<file path="config.mk">
export PLATFORM = sky130hd
export DESIGN_NAME = tank_level_shape_interpolator_flat
export DESIGN_NICKNAME = d
export VERILOG_FILES = /design/src/hw/rtl/tlsi_pkg.sv /design/src/hw/rtl/tlsi_interfaces.sv /design/src/hw/rtl/tank_level_shape_interpolator.sv /design/src/hw/rtl/tlsi_div_pipe.sv /design/src/hw/rtl/tlsi_seg_sel.sv /design/src/flat_wrapper.sv
export SDC_FILE = /design/constraint.sdc
export NUM_CORES = 2
export LEC_CHECK = 0
export BUFFER_PORTS_ARGS = -buffer_cell sky130_fd_sc_hd__buf_2
export CORE_MARGIN = 8
export CORE_UTILIZATION = 41
export DETAILED_ROUTE_END_ITERATION = 7
export GPL_ROUTABILITY_DRIVEN = 0
export GPL_TIMING_DRIVEN = 0
export PLACE_DENSITY = 0.53
export SYNTH_ARGS = -nofsm -noshare
export SYNTH_HDL_FRONTEND = slang
export SYNTH_SLANG_ARGS = --single-unit
</file>
<file path="constraint.sdc">
create_clock -name clock -period 29.3 [get_ports clock]
set_clock_uncertainty 0.1 [all_clocks]
set_input_delay 2.93 -clock clock [delete_from_list [all_inputs] [get_ports clock]]
set_output_delay 2.93 -clock clock [all_outputs]
set_load 0.005 [all_outputs]
</file>
<file path="src/hw/rtl/tlsi_pkg.sv">
// ----------------------------------------------------------------------------
// Tank level shape interpolator package
// Shared widths, register indexes, constants and the flag bundle that travels
// between the segment selector and the output stage.
// ----------------------------------------------------------------------------
package tlsi_pkg;

   // default number of table entries above the origin (user points + top end)
   localparam int SHAPE_TABLE_LIMIT = 10;

   // divider bits resolved per pipeline stage
   localparam int DIV_STEP_N = 4;

   // payload and register widths
   localparam int HEIGHT_W    = 16;
   localparam int RAW_W       = 13;
   localparam int CAP_W       = 20;
   localparam int COUNT_W     = 4;
   localparam int SHAPE_W     = 63;
   localparam int PCT_W       = 7;
   localparam int LEVEL_W     = 7;
   localparam int CSR_INDEX_W = 3;
   localparam int CSR_DATA_W  = 63;

   // Q16 fraction: 0..65536 needs 17 bits
   localparam int Q_FRAC_W = 16;
   localparam int LQ_W     = Q_FRAC_W + 1;
   // fraction times 100, at most 6553600 plus rounding
   localparam int LQ100_W  = 23;

   // second divider operands
   localparam int NUM2_W = 31;
   localparam int DEN2_W = 14;

   localparam int PCT_SCALE = 100;
   localparam logic [PCT_W-1:0]   PCT_FULL = 7'd100;
   localparam logic [LQ_W-1:0]    Q_ONE    = 17'h10000;
   localparam int                 Q_HALF   = 32768;
   localparam logic [LEVEL_W-1:0] LEVEL_MAX = 7'd100;

   // register indexes
   localparam logic [CSR_INDEX_W-1:0] CSR_TOP_DOWN      = 3'd0;
   localparam logic [CSR_INDEX_W-1:0] CSR_RAW_EMPTY     = 3'd1;
   localparam logic [CSR_INDEX_W-1:0] CSR_RAW_FULL      = 3'd2;
   localparam logic [CSR_INDEX_W-1:0] CSR_CAPACITY      = 3'd3;
   localparam logic [CSR_INDEX_W-1:0] CSR_SHAPE_COUNT   = 3'd4;
   localparam logic [CSR_INDEX_W-1:0] CSR_SHAPE_HEIGHTS = 3'd5;
   localparam logic [CSR_INDEX_W-1:0] CSR_SHAPE_VOLUMES = 3'd6;

   // reset values that are not zero
   localparam logic [RAW_W-1:0] RAW_FULL_RST = 13'd200;
   localparam logic [CAP_W-1:0] CAPACITY_RST = 20'd200;

   // per-request flags: invalid request, forced zero, forced full
   typedef struct packed {
      logic inv;
      logic zero;
      logic sat;
   } tlsi_flags_type;

endpackage

</file>
<file path="src/hw/rtl/tlsi_interfaces.sv">
// ----------------------------------------------------------------------------
// Tank level shape interpolator channels
// Valid/ready channels for readings, results and register writes.
// ----------------------------------------------------------------------------
interface tlsi_req_if;
   logic                          valid;
   logic                          ready;
   logic [tlsi_pkg::HEIGHT_W-1:0] raw_height;
   logic                          raw_valid;

   modport source (output valid, raw_height, raw_valid, input ready);
   modport sink   (input valid, raw_height, raw_valid, output ready);
endinterface

interface tlsi_rsp_if;
   logic                         valid;
   logic                         ready;
   logic [tlsi_pkg::LEVEL_W-1:0] level_percent;
   logic [tlsi_pkg::CAP_W-1:0]   remaining;
   logic                         status;

   modport source (output valid, level_percent, remaining, status, input ready);
   modport sink   (input valid, level_percent, remaining, status, output ready);
endinterface

interface tlsi_csr_if;
   logic                             valid;
   logic                             ready;
   logic [tlsi_pkg::CSR_INDEX_W-1:0] index;
   logic [tlsi_pkg::CSR_DATA_W-1:0]  data;

   modport source (output valid, index, data, input ready);
   modport sink   (input valid, index, data, output ready);
endinterface

</file>
<file path="src/hw/rtl/tank_level_shape_interpolator.sv">
// ----------------------------------------------------------------------------
// Tank level shape interpolator
// Raw height reading to fill level, remaining volume and status, through a
// linear calibration and an optional piecewise-linear tank shape.
// ----------------------------------------------------------------------------
// Takes one reading per clock while the output is not stalled and gives one
// result per reading, in order. Two pipelined dividers, with DIV_STEP_N
// quotient bits per stage (four by default), do the work: one for the linear
// fraction, one for the shape interpolation. The whole pipe advances when
// the output register is empty or its result is being taken, so a stalled
// result holds every request behind it. Registers may be written at any
// time the block holds no request; the write port is always ready. Shape
// points are taken as given: the user checks that heights rise, not the block.
module tank_level_shape_interpolator #(
   parameter int SHAPE_TABLE_LIMIT = tlsi_pkg::SHAPE_TABLE_LIMIT,
   parameter int DIV_STEP_N        = tlsi_pkg::DIV_STEP_N
) (
   input logic       clock,
   input logic       reset,
   tlsi_req_if.sink  req_bus,
   tlsi_rsp_if.source rsp_bus,
   tlsi_csr_if.sink  csr_bus
);

   localparam int RAW_W   = tlsi_pkg::RAW_W;
   localparam int FRAC_W  = tlsi_pkg::Q_FRAC_W;
   localparam int LQ_W    = tlsi_pkg::LQ_W;
   localparam int N_W     = tlsi_pkg::HEIGHT_W + 2;
   localparam int D_W     = RAW_W + 1;
   localparam int NUM1_W  = RAW_W + FRAC_W;
   localparam int PCAP_W  = LQ_W + tlsi_pkg::CAP_W;
   localparam int L100_W  = tlsi_pkg::LQ100_W;
   localparam int FLAGS_W = $bits(tlsi_pkg::tlsi_flags_type);

   // ---- configuration registers ----
   logic                           top_down_ff;
   logic [RAW_W-1:0]               raw_empty_ff;
   logic [RAW_W-1:0]               raw_full_ff;
   logic [tlsi_pkg::CAP_W-1:0]     capacity_ff;
   logic [tlsi_pkg::COUNT_W-1:0]   shape_count_ff;
   logic [tlsi_pkg::SHAPE_W-1:0]   shape_heights_ff;
   logic [tlsi_pkg::SHAPE_W-1:0]   shape_volumes_ff;

   assign csr_bus.ready = 1'b1;

   always_ff @(posedge clock) begin
      if (reset) begin
         top_down_ff      <= 1'b0;
         raw_empty_ff     <= '0;
         raw_full_ff      <= tlsi_pkg::RAW_FULL_RST;
         capacity_ff      <= tlsi_pkg::CAPACITY_RST;
         shape_count_ff   <= '0;
         shape_heights_ff <= '0;
         shape_volumes_ff <= '0;
      end else if (csr_bus.valid) begin
         unique case (csr_bus.index)
            tlsi_pkg::CSR_TOP_DOWN:      top_down_ff      <= csr_bus.data[0];
            tlsi_pkg::CSR_RAW_EMPTY:     raw_empty_ff     <= csr_bus.data[RAW_W-1:0];
            tlsi_pkg::CSR_RAW_FULL:      raw_full_ff      <= csr_bus.data[RAW_W-1:0];
            tlsi_pkg::CSR_CAPACITY:      capacity_ff      <= csr_bus.data[tlsi_pkg::CAP_W-1:0];
            tlsi_pkg::CSR_SHAPE_COUNT:   shape_count_ff   <= csr_bus.data[tlsi_pkg::COUNT_W-1:0];
            tlsi_pkg::CSR_SHAPE_HEIGHTS: shape_heights_ff <= csr_bus.data;
            tlsi_pkg::CSR_SHAPE_VOLUMES: shape_volumes_ff <= csr_bus.data;
            default: ;
         endcase
      end
   end

   // ---- pipeline flow: move when the output register frees up ----
   logic out_vld_ff;
   logic advance;

   assign advance       = !out_vld_ff || rsp_bus.ready;
   assign req_bus.ready = advance;

   // ---- front stage: calibration check and linear dividend ----
   logic                  bad;
   logic                  inv_in;
   logic signed [N_W-1:0] n_raw, n_adj;
   logic signed [D_W-1:0] d_raw, d_adj;
   logic [RAW_W-1:0]      d_pos;
   logic [RAW_W-1:0]      nval_in;
   logic                  f0_vld_ff;
   logic                  f0_inv_ff;
   logic [RAW_W-1:0]      f0_num_ff;
   logic [RAW_W-1:0]      f0_den_ff;

   assign bad    = top_down_ff ? (raw_empty_ff <= raw_full_ff) :
                                 (raw_empty_ff >= raw_full_ff);
   assign inv_in = !req_bus.raw_valid || bad;
   assign n_raw  = $signed(N_W'(req_bus.raw_height)) - $signed(N_W'(raw_empty_ff));
   assign d_raw  = $signed({1'b0, raw_full_ff}) - $signed({1'b0, raw_empty_ff});

   // top-down mounting: flip both signs
   always_comb begin
      if (d_raw[D_W-1]) begin
         n_adj = -n_raw;
         d_adj = -d_raw;
      end else begin
         n_adj = n_raw;
         d_adj = d_raw;
      end
   end

   assign d_pos = d_adj[RAW_W-1:0];

   // clamp below empty to zero and above full to the span itself
   always_comb begin
      if (n_adj[N_W-1] || n_adj == '0) begin
         nval_in = '0;
      end else if (n_adj >= $signed(N_W'(d_pos))) begin
         nval_in = d_pos;
      end else begin
         nval_in = n_adj[RAW_W-1:0];
      end
   end

   always_ff @(posedge clock) begin
      if (reset) begin
         f0_vld_ff <= 1'b0;
      end else if (advance) begin
         f0_vld_ff <= req_bus.valid;
      end
   end

   always_ff @(posedge clock) begin
      if (advance) begin
         f0_inv_ff <= inv_in;
         f0_num_ff <= nval_in;
         f0_den_ff <= bad ? RAW_W'(1) : d_pos;
      end
   end

   // ---- linear fraction divider ----
   logic            lin_valid;
   logic [LQ_W-1:0] lin_lq;
   logic            lin_inv;

   tlsi_div_pipe #(
      .NUM_W  (NUM1_W),
      .DEN_W  (RAW_W),
      .QUO_W  (LQ_W),
      .STEP_N (DIV_STEP_N),
      .SIDE_W (1)
   ) u_lin_div (
      .clock     (clock),
      .reset     (reset),
      .advance   (advance),
      .in_valid  (f0_vld_ff),
      .in_num    ({f0_num_ff, {FRAC_W{1'b0}}}),
      .in_den    (f0_den_ff),
      .in_side   (f0_inv_ff),
      .out_valid (lin_valid),
      .out_quo   (lin_lq),
      .out_side  (lin_inv)
   );

   // ---- shape segment selection ----
   logic                          seg_valid;
   logic [tlsi_pkg::NUM2_W-1:0]   seg_num;
   logic [tlsi_pkg::DEN2_W-1:0]   seg_den;
   tlsi_pkg::tlsi_flags_type      seg_flags;

   tlsi_seg_sel #(
      .SHAPE_TABLE_LIMIT (SHAPE_TABLE_LIMIT)
   ) u_seg_sel (
      .clock         (clock),
      .reset         (reset),
      .advance       (advance),
      .in_valid      (lin_valid),
      .in_inv        (lin_inv),
      .in_lq         (lin_lq),
      .shape_count   (shape_count_ff),
      .shape_heights (shape_heights_ff),
      .shape_volumes (shape_volumes_ff),
      .out_valid     (seg_valid),
      .out_num       (seg_num),
      .out_den       (seg_den),
      .out_flags     (seg_flags)
   );

   // ---- shape interpolation divider ----
   logic                     shp_valid;
   logic [LQ_W-1:0]          shp_quo;
   logic [FLAGS_W-1:0]       shp_side;
   tlsi_pkg::tlsi_flags_type shp_flags;

   tlsi_div_pipe #(
      .NUM_W  (tlsi_pkg::NUM2_W),
      .DEN_W  (tlsi_pkg::DEN2_W),
      .QUO_W  (LQ_W),
      .STEP_N (DIV_STEP_N),
      .SIDE_W (FLAGS_W)
   ) u_seg_div (
      .clock     (clock),
      .reset     (reset),
      .advance   (advance),
      .in_valid  (seg_valid),
      .in_num    (seg_num),
      .in_den    (seg_den),
      .in_side   (seg_flags),
      .out_valid (shp_valid),
      .out_quo   (shp_quo),
      .out_side  (shp_side)
   );

   assign shp_flags = tlsi_pkg::tlsi_flags_type'(shp_side);

   // ---- scaling stage: fraction times 100 and times capacity ----
   logic [LQ_W-1:0]   lq_fin;
   logic [PCAP_W-1:0] pcap_in;
   logic [L100_W-1:0] p100_in;
   logic              f1_vld_ff;
   logic              f1_inv_ff;
   logic [PCAP_W-1:0] f1_pcap_ff;
   logic [L100_W-1:0] f1_p100_ff;

   always_comb begin
      if (shp_flags.sat) begin
         lq_fin = tlsi_pkg::Q_ONE;
      end else if (shp_flags.zero) begin
         lq_fin = '0;
      end else begin
         lq_fin = shp_quo;
      end
   end

   assign pcap_in = PCAP_W'(lq_fin) * PCAP_W'(capacity_ff);
   assign p100_in = L100_W'(lq_fin) * L100_W'(tlsi_pkg::PCT_SCALE);

   // ---- output register: round half up, blank invalid requests ----
   logic [PCAP_W-1:0]            pcap_rnd;
   logic [L100_W-1:0]            p100_rnd;
   logic [tlsi_pkg::LEVEL_W-1:0] out_level_ff;
   logic [tlsi_pkg::CAP_W-1:0]   out_remain_ff;
   logic                         out_status_ff;

   assign pcap_rnd = f1_pcap_ff + PCAP_W'(tlsi_pkg::Q_HALF);
   assign p100_rnd = f1_p100_ff + L100_W'(tlsi_pkg::Q_HALF);

   always_ff @(posedge clock) begin
      if (reset) begin
         f1_vld_ff  <= 1'b0;
         out_vld_ff <= 1'b0;
      end else if (advance) begin
         f1_vld_ff  <= shp_valid;
         out_vld_ff <= f1_vld_ff;
      end
   end

   always_ff @(posedge clock) begin
      if (advance) begin
         f1_inv_ff     <= shp_flags.inv;
         f1_pcap_ff    <= pcap_in;
         f1_p100_ff    <= p100_in;
         out_status_ff <= f1_inv_ff;
         out_level_ff  <= f1_inv_ff ? '0 : p100_rnd[L100_W-1:FRAC_W];
         out_remain_ff <= f1_inv_ff ? '0 : pcap_rnd[tlsi_pkg::CAP_W+FRAC_W-1:FRAC_W];
      end
   end

   assign rsp_bus.valid         = out_vld_ff;
   assign rsp_bus.level_percent = out_level_ff;
   assign rsp_bus.remaining     = out_remain_ff;
   assign rsp_bus.status        = out_status_ff;

`ifndef SYNTH
   // level never exceeds full scale
   a_level_range: assert property (@(posedge clock) disable iff (reset)
      rsp_bus.valid |-> rsp_bus.level_percent <= tlsi_pkg::LEVEL_MAX)
      else $error("level above 100 percent");

   // an invalid result carries no level and no volume
   a_invalid_blank: assert property (@(posedge clock) disable iff (reset)
      rsp_bus.valid && rsp_bus.status |->
         rsp_bus.level_percent == '0 && rsp_bus.remaining == '0)
      else $error("invalid result with non-zero payload");

   // forced zero and forced full never apply together
   a_flags_excl: assert property (@(posedge clock) disable iff (reset)
      seg_valid |-> !(seg_flags.zero && seg_flags.sat))
      else $error("segment flags zero and full both set");
`endif

endmodule

</file>
<file path="src/hw/rtl/tlsi_div_pipe.sv">
// ----------------------------------------------------------------------------
// Pipelined restoring divider
// Resolves STEP_N quotient bits per register stage, MSB first. The dividend
// must be below den << QUO_W. Side-band bits travel with each request.
// ----------------------------------------------------------------------------
module tlsi_div_pipe #(
   parameter int NUM_W  = 29,
   parameter int DEN_W  = 13,
   parameter int QUO_W  = 17,
   parameter int STEP_N = 4,
   parameter int SIDE_W = 1
) (
   input  logic              clock,
   input  logic              reset,
   input  logic              advance,
   input  logic              in_valid,
   input  logic [NUM_W-1:0]  in_num,
   input  logic [DEN_W-1:0]  in_den,
   input  logic [SIDE_W-1:0] in_side,
   output logic              out_valid,
   output logic [QUO_W-1:0]  out_quo,
   output logic [SIDE_W-1:0] out_side
);

   localparam int CMP_W   = DEN_W + QUO_W;
   localparam int STAGE_N = (QUO_W + STEP_N - 1) / STEP_N;

   logic [CMP_W-1:0]  rem_src  [STAGE_N];
   logic [CMP_W-1:0]  rem_in   [STAGE_N];
   logic [CMP_W-1:0]  rem_ff   [STAGE_N];
   logic [QUO_W-1:0]  quo_src  [STAGE_N];
   logic [QUO_W-1:0]  quo_in   [STAGE_N];
   logic [QUO_W-1:0]  quo_ff   [STAGE_N];
   logic [DEN_W-1:0]  den_src  [STAGE_N];
   logic [DEN_W-1:0]  den_ff   [STAGE_N];
   logic [SIDE_W-1:0] side_src [STAGE_N];
   logic [SIDE_W-1:0] side_ff  [STAGE_N];
   logic [STAGE_N-1:0] vld_src;
   logic [STAGE_N-1:0] vld_ff;

   for (genvar s = 0; s < STAGE_N; s++) begin : g_stage
      // stage inputs: module ports for the first, previous registers after
      if (s == 0) begin : g_first
         assign rem_src[s]  = CMP_W'(in_num);
         assign quo_src[s]  = '0;
         assign den_src[s]  = in_den;
         assign side_src[s] = in_side;
         assign vld_src[s]  = in_valid;
      end else begin : g_next
         assign rem_src[s]  = rem_ff[s-1];
         assign quo_src[s]  = quo_ff[s-1];
         assign den_src[s]  = den_ff[s-1];
         assign side_src[s] = side_ff[s-1];
         assign vld_src[s]  = vld_ff[s-1];
      end

      // compare and subtract for this stage's quotient bits
      always_comb begin
         rem_in[s] = rem_src[s];
         quo_in[s] = quo_src[s];
         for (int j = 0; j < STEP_N; j++) begin
            if (s * STEP_N + j < QUO_W) begin
               if (rem_in[s] >= (CMP_W'(den_src[s]) << (QUO_W - 1 - (s * STEP_N + j)))) begin
                  rem_in[s] = rem_in[s] - (CMP_W'(den_src[s]) << (QUO_W - 1 - (s * STEP_N + j)));
                  quo_in[s] = {quo_in[s][QUO_W-2:0], 1'b1};
               end else begin
                  quo_in[s] = {quo_in[s][QUO_W-2:0], 1'b0};
               end
            end
         end
      end
   end

   // valid bits
   always_ff @(posedge clock) begin
      if (reset) begin
         vld_ff <= '0;
      end else if (advance) begin
         vld_ff <= vld_src;
      end
   end

   // payload
   always_ff @(posedge clock) begin
      if (advance) begin
         rem_ff  <= rem_in;
         quo_ff  <= quo_in;
         den_ff  <= den_src;
         side_ff <= side_src;
      end
   end

   assign out_valid = vld_ff[STAGE_N-1];
   assign out_quo   = quo_ff[STAGE_N-1];
   assign out_side  = side_ff[STAGE_N-1];

endmodule

</file>
<file path="src/hw/rtl/tlsi_seg_sel.sv">
// ----------------------------------------------------------------------------
// Tank shape segment selector
// Finds the shape segment that holds the fill fraction and builds the
// interpolation dividend and divisor, with zero and full-scale overrides.
// Four register stages: scale, search, multiply, sum and range check.
// ----------------------------------------------------------------------------
module tlsi_seg_sel #(
   parameter int SHAPE_TABLE_LIMIT = tlsi_pkg::SHAPE_TABLE_LIMIT
) (
   input  logic                            clock,
   input  logic                            reset,
   input  logic                            advance,
   input  logic                            in_valid,
   input  logic                            in_inv,
   input  logic [tlsi_pkg::LQ_W-1:0]       in_lq,
   input  logic [tlsi_pkg::COUNT_W-1:0]    shape_count,
   input  logic [tlsi_pkg::SHAPE_W-1:0]    shape_heights,
   input  logic [tlsi_pkg::SHAPE_W-1:0]    shape_volumes,
   output logic                            out_valid,
   output logic [tlsi_pkg::NUM2_W-1:0]     out_num,
   output logic [tlsi_pkg::DEN2_W-1:0]     out_den,
   output tlsi_pkg::tlsi_flags_type        out_flags
);

   localparam int PT_N    = SHAPE_TABLE_LIMIT - 1;
   localparam int PCT_W   = tlsi_pkg::PCT_W;
   localparam int FRAC_W  = tlsi_pkg::Q_FRAC_W;
   localparam int L100_W  = tlsi_pkg::LQ100_W;
   localparam int DIFF_W  = PCT_W + 1;
   localparam int BASE_W  = L100_W + 2;
   localparam int PA_W    = 2 * DIFF_W;
   localparam int PB_W    = BASE_W + DIFF_W;
   localparam int NUM_S_W = PB_W + 1;
   localparam int DEN_W   = tlsi_pkg::DEN2_W;
   localparam int LIM_W   = DEN_W + FRAC_W + 1;

   // ---- stage 1: fraction times 100 ----
   logic              s1_vld_ff;
   logic              s1_inv_ff;
   logic [L100_W-1:0] s1_lq100_ff;
   logic [L100_W-1:0] s1_lq100_in;

   assign s1_lq100_in = L100_W'(in_lq) * L100_W'(tlsi_pkg::PCT_SCALE);

   // ---- stage 2: table build and first segment whose top is at or above ----
   logic [tlsi_pkg::COUNT_W-1:0] cnt_eff;
   logic [PCT_W-1:0] ent_h [SHAPE_TABLE_LIMIT+1];
   logic [PCT_W-1:0] ent_v [SHAPE_TABLE_LIMIT+1];
   logic [PCT_W-1:0] h0_in, v0_in, h1_in, v1_in;
   logic              s2_vld_ff;
   logic              s2_inv_ff;
   logic [L100_W-1:0] s2_lq100_ff;
   logic [PCT_W-1:0]  s2_h0_ff, s2_v0_ff, s2_h1_ff, s2_v1_ff;

   assign cnt_eff = (shape_count > tlsi_pkg::COUNT_W'(PT_N)) ?
                    tlsi_pkg::COUNT_W'(PT_N) : shape_count;

   always_comb begin
      ent_h[0] = '0;
      ent_v[0] = '0;
      for (int e = 1; e <= PT_N; e++) begin
         if (tlsi_pkg::COUNT_W'(e) <= cnt_eff) begin
            ent_h[e] = shape_heights[PCT_W*(e-1) +: PCT_W];
            ent_v[e] = shape_volumes[PCT_W*(e-1) +: PCT_W];
         end else begin
            ent_h[e] = tlsi_pkg::PCT_FULL;
            ent_v[e] = tlsi_pkg::PCT_FULL;
         end
      end
      ent_h[SHAPE_TABLE_LIMIT] = tlsi_pkg::PCT_FULL;
      ent_v[SHAPE_TABLE_LIMIT] = tlsi_pkg::PCT_FULL;
   end

   // lowest hit wins: scan from the top down
   always_comb begin
      h1_in = ent_h[SHAPE_TABLE_LIMIT];
      v1_in = ent_v[SHAPE_TABLE_LIMIT];
      h0_in = ent_h[SHAPE_TABLE_LIMIT-1];
      v0_in = ent_v[SHAPE_TABLE_LIMIT-1];
      for (int e = SHAPE_TABLE_LIMIT; e >= 1; e--) begin
         if ({ent_h[e], {FRAC_W{1'b0}}} >= s1_lq100_ff) begin
            h1_in = ent_h[e];
            v1_in = ent_v[e];
            h0_in = ent_h[e-1];
            v0_in = ent_v[e-1];
         end
      end
   end

   // ---- stage 3: the two products of the interpolation dividend ----
   logic signed [DIFF_W-1:0] dh;
   logic signed [DIFF_W-1:0] dv;
   logic signed [DIFF_W-1:0] v0_s;
   logic signed [BASE_W-1:0] base;
   logic signed [PA_W-1:0]   pa_in;
   logic signed [PB_W-1:0]   pb_in;
   logic                     s3_vld_ff;
   logic                     s3_inv_ff;
   logic signed [PA_W-1:0]   s3_pa_ff;
   logic signed [PB_W-1:0]   s3_pb_ff;
   logic                     s3_mono_ff;
   logic [PCT_W-1:0]         s3_dh_ff;
   logic [PCT_W-1:0]         s3_v1_ff;

   assign dh    = $signed({1'b0, s2_h1_ff}) - $signed({1'b0, s2_h0_ff});
   assign dv    = $signed({1'b0, s2_v1_ff}) - $signed({1'b0, s2_v0_ff});
   assign v0_s  = $signed({1'b0, s2_v0_ff});
   assign base  = $signed({2'b00, s2_lq100_ff}) -
                  $signed({2'b00, s2_h0_ff, {FRAC_W{1'b0}}});
   assign pa_in = PA_W'(v0_s) * PA_W'(dh);
   assign pb_in = PB_W'(base) * PB_W'(dv);

   // ---- stage 4: dividend, divisor and range overrides ----
   logic signed [NUM_S_W-1:0] num_s;
   logic signed [NUM_S_W-1:0] cand_num;
   logic [DEN_W-1:0]          cand_den;
   logic [LIM_W-1:0]          lim;
   logic                      neg;
   logic                      sat;
   logic                      s4_vld_ff;
   logic [tlsi_pkg::NUM2_W-1:0] s4_num_ff;
   logic [DEN_W-1:0]          s4_den_ff;
   tlsi_pkg::tlsi_flags_type  s4_flags_ff;
   tlsi_pkg::tlsi_flags_type  flags_in;

   assign num_s = (NUM_S_W'(s3_pa_ff) <<< FRAC_W) + NUM_S_W'(s3_pb_ff);

   // rising segment: interpolate over dh * 100; flat or falling: plain V1 scaled by 1/100
   always_comb begin
      if (s3_mono_ff) begin
         cand_num = num_s;
         cand_den = DEN_W'(s3_dh_ff) * DEN_W'(tlsi_pkg::PCT_SCALE);
      end else begin
         cand_num = $signed(NUM_S_W'({s3_v1_ff, {FRAC_W{1'b0}}}));
         cand_den = DEN_W'(tlsi_pkg::PCT_SCALE);
      end
   end

   // quotient above one exactly when dividend reaches 65537 * divisor
   assign lim = LIM_W'({cand_den, {FRAC_W{1'b0}}}) + LIM_W'(cand_den);
   assign neg = cand_num[NUM_S_W-1];
   assign sat = !neg && ($unsigned(cand_num) >= NUM_S_W'(lim));

   always_comb begin
      flags_in.inv  = s3_inv_ff;
      flags_in.zero = neg;
      flags_in.sat  = sat;
   end

   // valid bits
   always_ff @(posedge clock) begin
      if (reset) begin
         s1_vld_ff <= 1'b0;
         s2_vld_ff <= 1'b0;
         s3_vld_ff <= 1'b0;
         s4_vld_ff <= 1'b0;
      end else if (advance) begin
         s1_vld_ff <= in_valid;
         s2_vld_ff <= s1_vld_ff;
         s3_vld_ff <= s2_vld_ff;
         s4_vld_ff <= s3_vld_ff;
      end
   end

   // payload
   always_ff @(posedge clock) begin
      if (advance) begin
         s1_inv_ff   <= in_inv;
         s1_lq100_ff <= s1_lq100_in;

         s2_inv_ff   <= s1_inv_ff;
         s2_lq100_ff <= s1_lq100_ff;
         s2_h0_ff    <= h0_in;
         s2_v0_ff    <= v0_in;
         s2_h1_ff    <= h1_in;
         s2_v1_ff    <= v1_in;

         s3_inv_ff   <= s2_inv_ff;
         s3_pa_ff    <= pa_in;
         s3_pb_ff    <= pb_in;
         s3_mono_ff  <= (s2_h1_ff > s2_h0_ff);
         s3_dh_ff    <= dh[PCT_W-1:0];
         s3_v1_ff    <= s2_v1_ff;

         s4_num_ff   <= (neg || sat) ? '0 : cand_num[tlsi_pkg::NUM2_W-1:0];
         s4_den_ff   <= cand_den;
         s4_flags_ff <= flags_in;
      end
   end

   assign out_valid = s4_vld_ff;
   assign out_num   = s4_num_ff;
   assign out_den   = s4_den_ff;
   assign out_flags = s4_flags_ff;

endmodule

</file>
<file path="src/flat_wrapper.sv">
// flat-port wrapper written by rule: the top's interface ports become plain ports
module tank_level_shape_interpolator_flat 
#(
   parameter int SHAPE_TABLE_LIMIT = tlsi_pkg::SHAPE_TABLE_LIMIT,
   parameter int DIV_STEP_N        = tlsi_pkg::DIV_STEP_N
)
  (clock, reset, req_bus_valid, req_bus_raw_height, req_bus_raw_valid, req_bus_ready, rsp_bus_valid, rsp_bus_level_percent, rsp_bus_remaining, rsp_bus_status, rsp_bus_ready, csr_bus_valid, csr_bus_index, csr_bus_data, csr_bus_ready);
  tlsi_req_if req_bus_i ();
  tlsi_rsp_if rsp_bus_i ();
  tlsi_csr_if csr_bus_i ();
  input logic clock;
  input logic reset;
  input wire logic [$bits(req_bus_i.valid)-1:0] req_bus_valid;
  input wire logic [$bits(req_bus_i.raw_height)-1:0] req_bus_raw_height;
  input wire logic [$bits(req_bus_i.raw_valid)-1:0] req_bus_raw_valid;
  output wire logic [$bits(req_bus_i.ready)-1:0] req_bus_ready;
  output wire logic [$bits(rsp_bus_i.valid)-1:0] rsp_bus_valid;
  output wire logic [$bits(rsp_bus_i.level_percent)-1:0] rsp_bus_level_percent;
  output wire logic [$bits(rsp_bus_i.remaining)-1:0] rsp_bus_remaining;
  output wire logic [$bits(rsp_bus_i.status)-1:0] rsp_bus_status;
  input wire logic [$bits(rsp_bus_i.ready)-1:0] rsp_bus_ready;
  input wire logic [$bits(csr_bus_i.valid)-1:0] csr_bus_valid;
  input wire logic [$bits(csr_bus_i.index)-1:0] csr_bus_index;
  input wire logic [$bits(csr_bus_i.data)-1:0] csr_bus_data;
  output wire logic [$bits(csr_bus_i.ready)-1:0] csr_bus_ready;
  assign req_bus_i.valid = req_bus_valid;
  assign req_bus_i.raw_height = req_bus_raw_height;
  assign req_bus_i.raw_valid = req_bus_raw_valid;
  assign req_bus_ready = req_bus_i.ready;
  assign rsp_bus_valid = rsp_bus_i.valid;
  assign rsp_bus_level_percent = rsp_bus_i.level_percent;
  assign rsp_bus_remaining = rsp_bus_i.remaining;
  assign rsp_bus_status = rsp_bus_i.status;
  assign rsp_bus_i.ready = rsp_bus_ready;
  assign csr_bus_i.valid = csr_bus_valid;
  assign csr_bus_i.index = csr_bus_index;
  assign csr_bus_i.data = csr_bus_data;
  assign csr_bus_ready = csr_bus_i.ready;
  tank_level_shape_interpolator #(.SHAPE_TABLE_LIMIT(SHAPE_TABLE_LIMIT), .DIV_STEP_N(DIV_STEP_N)) u_core (.clock(clock), .reset(reset), .req_bus(req_bus_i), .rsp_bus(rsp_bus_i), .csr_bus(csr_bus_i));
endmodule
</file>
# Word-level counts from Yosys, hierarchy flattened
# Cells that the tools add are included.
# totals
reg_bits	977
input_bits	88
output_inout_bits	31
elab_cells	337
# op_classes
n_addsub	43
n_mul	6
magnitude_cmp	58
eq_ne	6
mux	127
n_reduce_logical	17
# op_table
cell	n
$mux W31	16
$mux W30	16
$mux W7	52
$ge A23 B23 Y1	9
$mul A17 B5 Y21 const B	2
$add A36 B16 Y36 const B	1
$mul A17 B20 Y36	1
$mux W1	35
$ge A34 B31 Y1	1
$mux W17	2
$mux W34	1
$add A32 B32 Y33	1
$mul A24 B8 Y32	1
$add A30 B14 Y31	1
$ge A31 B14 Y1	1
$ge A31 B15 Y1	1
$ge A31 B16 Y1	1
$ge A31 B17 Y1	1
$ge A31 B18 Y1	1
$ge A31 B19 Y1	1
$ge A31 B20 Y1	1
$ge A31 B21 Y1	1
$ge A31 B22 Y1	1
$ge A31 B23 Y1	1
87 further kinds	108

# Depth between registers and ports, before layout
# depth
depth_word	14
depth_mapped	69
depth_no_buf	65

# Modules after synthesis
# A second synthesis with hierarchy kept.
# hier_totals
cells_unflattened	10818
area_unflattened_um2	95621.7
# modules_own_cells
mod	n_inst	cells_each	area_each_um2	seq_area_each_um2
tlsi_div_pipe (u_core.u_seg_div)	1	2926	25469.4	7667.4
tlsi_div_pipe (u_core.u_lin_div)	1	2744	23904.2	7126.8
tank_level_shape_interpolator	1	2687	23621.4	6155.9
tlsi_seg_sel	1	2461	22626.7	5425.2

# Worst setup path before layout
# Ideal clock, no wire load.
# synth_timing
path_kind	input to output
start	in rsp_bus_ready
end	out req_bus_ready
t_arrival_ns	22.397
t_required_ns	26.270
path_slack_ns	3.873
cell_stages	4
path_buffers	2
cell_sequence	nor2b_1 -> clkbuf_1 -> clkinv_1 -> buf_1
# synth_between
elab_chain_cells	1
# synth_rtl
item	line	source
start: declaration	flat_wrapper.sv:21	input wire logic [$bits(rsp_bus_i.ready)-1:0] rsp_bus_ready;
$logic_or A1 B1 Y1	tank_level_shape_interpolator.sv:73	assign advance = !out_vld_ff || rsp_bus.ready;
end: declaration	flat_wrapper.sv:16	output wire logic [$bits(req_bus_i.ready)-1:0] req_bus_ready;
# Every way passes these cells.

==> metrics.cfg <==
[run_status]
outcome=finished, final reports clean

[grt]
grt_max_degree=45
grt_overflow=0
antenna_found_initial=10
grt_usage=0.2072
grt_pass1_vias=72020
grt_pass1_wl_um=391000

[yosys]
ys_seq_area_frac=0.2814
synthesis.nets=11530
netlist_area_um2=89030
synth-main-ff-cell=edfxtp_1
avgSynthCellArea_um2=8.872
synthTopCellsByArea=edfxtp_1 24%, ha_1 13%, fa_1 11%
yosys_register_bits=899
synth_edf_count=705
yosys.cell_types.count=138
synth_top_area_frac=0.2378
syn_inst=10040
synth_warnings=0
yosysTopAreaCell=edfxtp_1
async_flop_share=0

[critical_path]
cp_max_fo=10
path_buf_inv=8
critical_path_class=reg2reg
cp_slowest_cell=nor3b_1
cp_top_family=compound AO/OA/AOI/OAI gates
crit_required_ps=29740
end_kind=flip-flop
crit_arrival_ps=16280
path_common_cell=a21oi_1
cp-start-kind=flip-flop
critical_path.max_stage_delay_ps=600

[timing]
rsz0062_at_grt=no
setup_slack_ps=13460
setup_viol=0
fmax_ghz=0.06311
hold_slack_ps=301.2
finalCriticalPeriod_ps=15840
maxSlewViolCount=0
post-route-period-util=0.5408
hold_viol=0
tightest_slew_ps=1422
slew_headroom=0.04861

[layout]
final_nets=11770
area_delta_synth_final_pct=9.011
final_layout_size_suffix_gt1_frac=0.05550
fin_util=0.4482
seq_area_um2=25050
finalInstanceArea_um2=97050
multiInputGateArea_um2=58620
fill_cells=21130

[detailed_routing]
ant_nets=0
firstDrtPassIters=6
dr_total_vias=72160
vias_per_cell=5.460
drcViolationCount=0
wire_per_inst_um=18.59
first_iter_violations=4988
routed_wl_um=245700

[placed_design]
portBuffers=116
dp_slack_ps=13620
dpl-instance-area_um2=93560
place_hpwl_um=199400

[floorplan]
dieArea_um2=232300
rows=171
die_x_um=482.0
die-height_um=482.0
initial_core_util=0.4112
num_io_pins=119
core_um2=216500

[clock_network]
cts-hold-fix-buffers=0
cts_root_buffer=clkbuf_16
post_cts_resized=0
postCtsSetupRepairBufs=0
clk-insertion-delay-late_ps=770
tritoncts=yes
numCtsBuffers=104
path_clk_slew_ps=70
cts.path.max_buffers=3
cts.htree.levels=3
numClockSinks=899

[hold_path]
min_path_type=reg2reg

[run]
max-cap-violations=0

[registers in the layout, indices dropped and copies added (netlist names), 29 cells and up]
register,count
u_core.u_lin_div.rem_ff,92
u_core.u_seg_div.quo_ff,40
u_core.u_seg_sel.s3_pb_ff,30
u_core.shape_volumes_ff,63
u_core.u_seg_div.den_ff,48
u_core.u_seg_div.rem_ff,116
u_core.u_lin_div.quo_ff,40
u_core.shape_heights_ff,63
u_core.u_seg_sel.out_num,29
u_core.u_lin_div.den_ff,52
[placed cells by master (no fill, tap or decap), types with 177 or more instances in the layout]
cell	n
a21o_1	229
a21oi_1	758
and2_1	213
clkbuf_1	289
dfxtp_1	194
edfxtp_1	705
fa_1	491
ha_1	912
inv_1	1048
nand2_1	1226
nor2_1	716
nor3_1	177
o21ai_0	414
xnor2_1	416
[synth_stat cells (all sizes together) (92+ instances only)]
| library cell | instances |
|---|---|
| nor2b | 144 |
| and3 | 150 |
| nor3 | 186 |
| a21o | 229 |
| clkbuf | 270 |
| nand3 | 134 |
| o21ai | 430 |
| a21oi | 761 |
| a211oi | 96 |
| nand4 | 103 |
| nor2 | 722 |
| xor2 | 169 |
| edfxtp | 705 |
| inv | 1059 |
| and2 | 219 |
| nand2 | 1227 |
| xnor2 | 417 |
| o21a | 92 |
| mux2 | 98 |
| nand2b | 174 |
| fa | 491 |
| ha | 912 |
| dfxtp | 194 |
[through the flow]
step | TNS, ps | instances
2_1_floorplan | 0 | 10040
3_3_place_gp | -2059480 | 13010
5_1_grt | 0 | 13220
6_report | 0 | 13220
3_5_place_dp | 0 | 13020
4_1_cts | 0 | 13210
[metal layers]
| metal | part of all wire | track usage | routed length [um] |
|---|---|---|---|
| met1 | 0.46 | 0.2817 | 113100 |
| met2 | 0.45 | 0.3407 | 111600 |
| met3 | 0.053 | 0.03199 | 13100 |
| met4 | 0.032 | 0.06285 | 7851 |
| met5 | 0.000098 | 0 | 24 |
[final timing paths]
kind,startpoint,end,slack [ps],cells after the start
min,u_core.u_lin_div.quo_ff[54]$_DFFE_PP_,u_core.u_lin_div.quo_ff[41]$_DFFE_PP_,300,0
max reg2reg,u_core.u_seg_sel.out_den[3]$_DFFE_PP_,u_core.u_seg_div.rem_ff[146]$_DFFE_PP_,13460,66
min reg2reg,u_core.u_lin_div.quo_ff[54]$_DFFE_PP_,u_core.u_lin_div.quo_ff[41]$_DFFE_PP_,300,0
max,u_core.u_seg_sel.out_den[3]$_DFFE_PP_,u_core.u_seg_div.rem_ff[146]$_DFFE_PP_,13460,66
[final cells by class]
| cell class | instances | area share |
|---|---|---|
| clock buffer | 132 | 0.02872 |
| timing repair buffer | 135 | 0.009901 |
| multi-input combinational | 7740 | 0.6040 |
| sequential | 899 | 0.2582 |
| tap | 2854 | 0.03679 |
| inverter | 1062 | 0.04109 |
| clock inverter | 58 | 0.007155 |
| buffer | 334 | 0.01409 |
| antenna | 2 | 0.00005157 |
[logic make-up after synthesis]
kind of cell / share of synthesized area
XOR/XNOR: 0.05799
multiplexers: 0.02024
AO/OA/AOI/OAI: 0.1570
adder cells (fa/ha/maj): 0.2386
other: 0.00008435
buffers and inverters: 0.06014
flip-flops: 0.2814
AND/OR/NAND/NOR: 0.1845
Power is left out: the tool's default activity adds up to more than one toggle a clock period on the data nets, which glitch-free logic cannot reach.
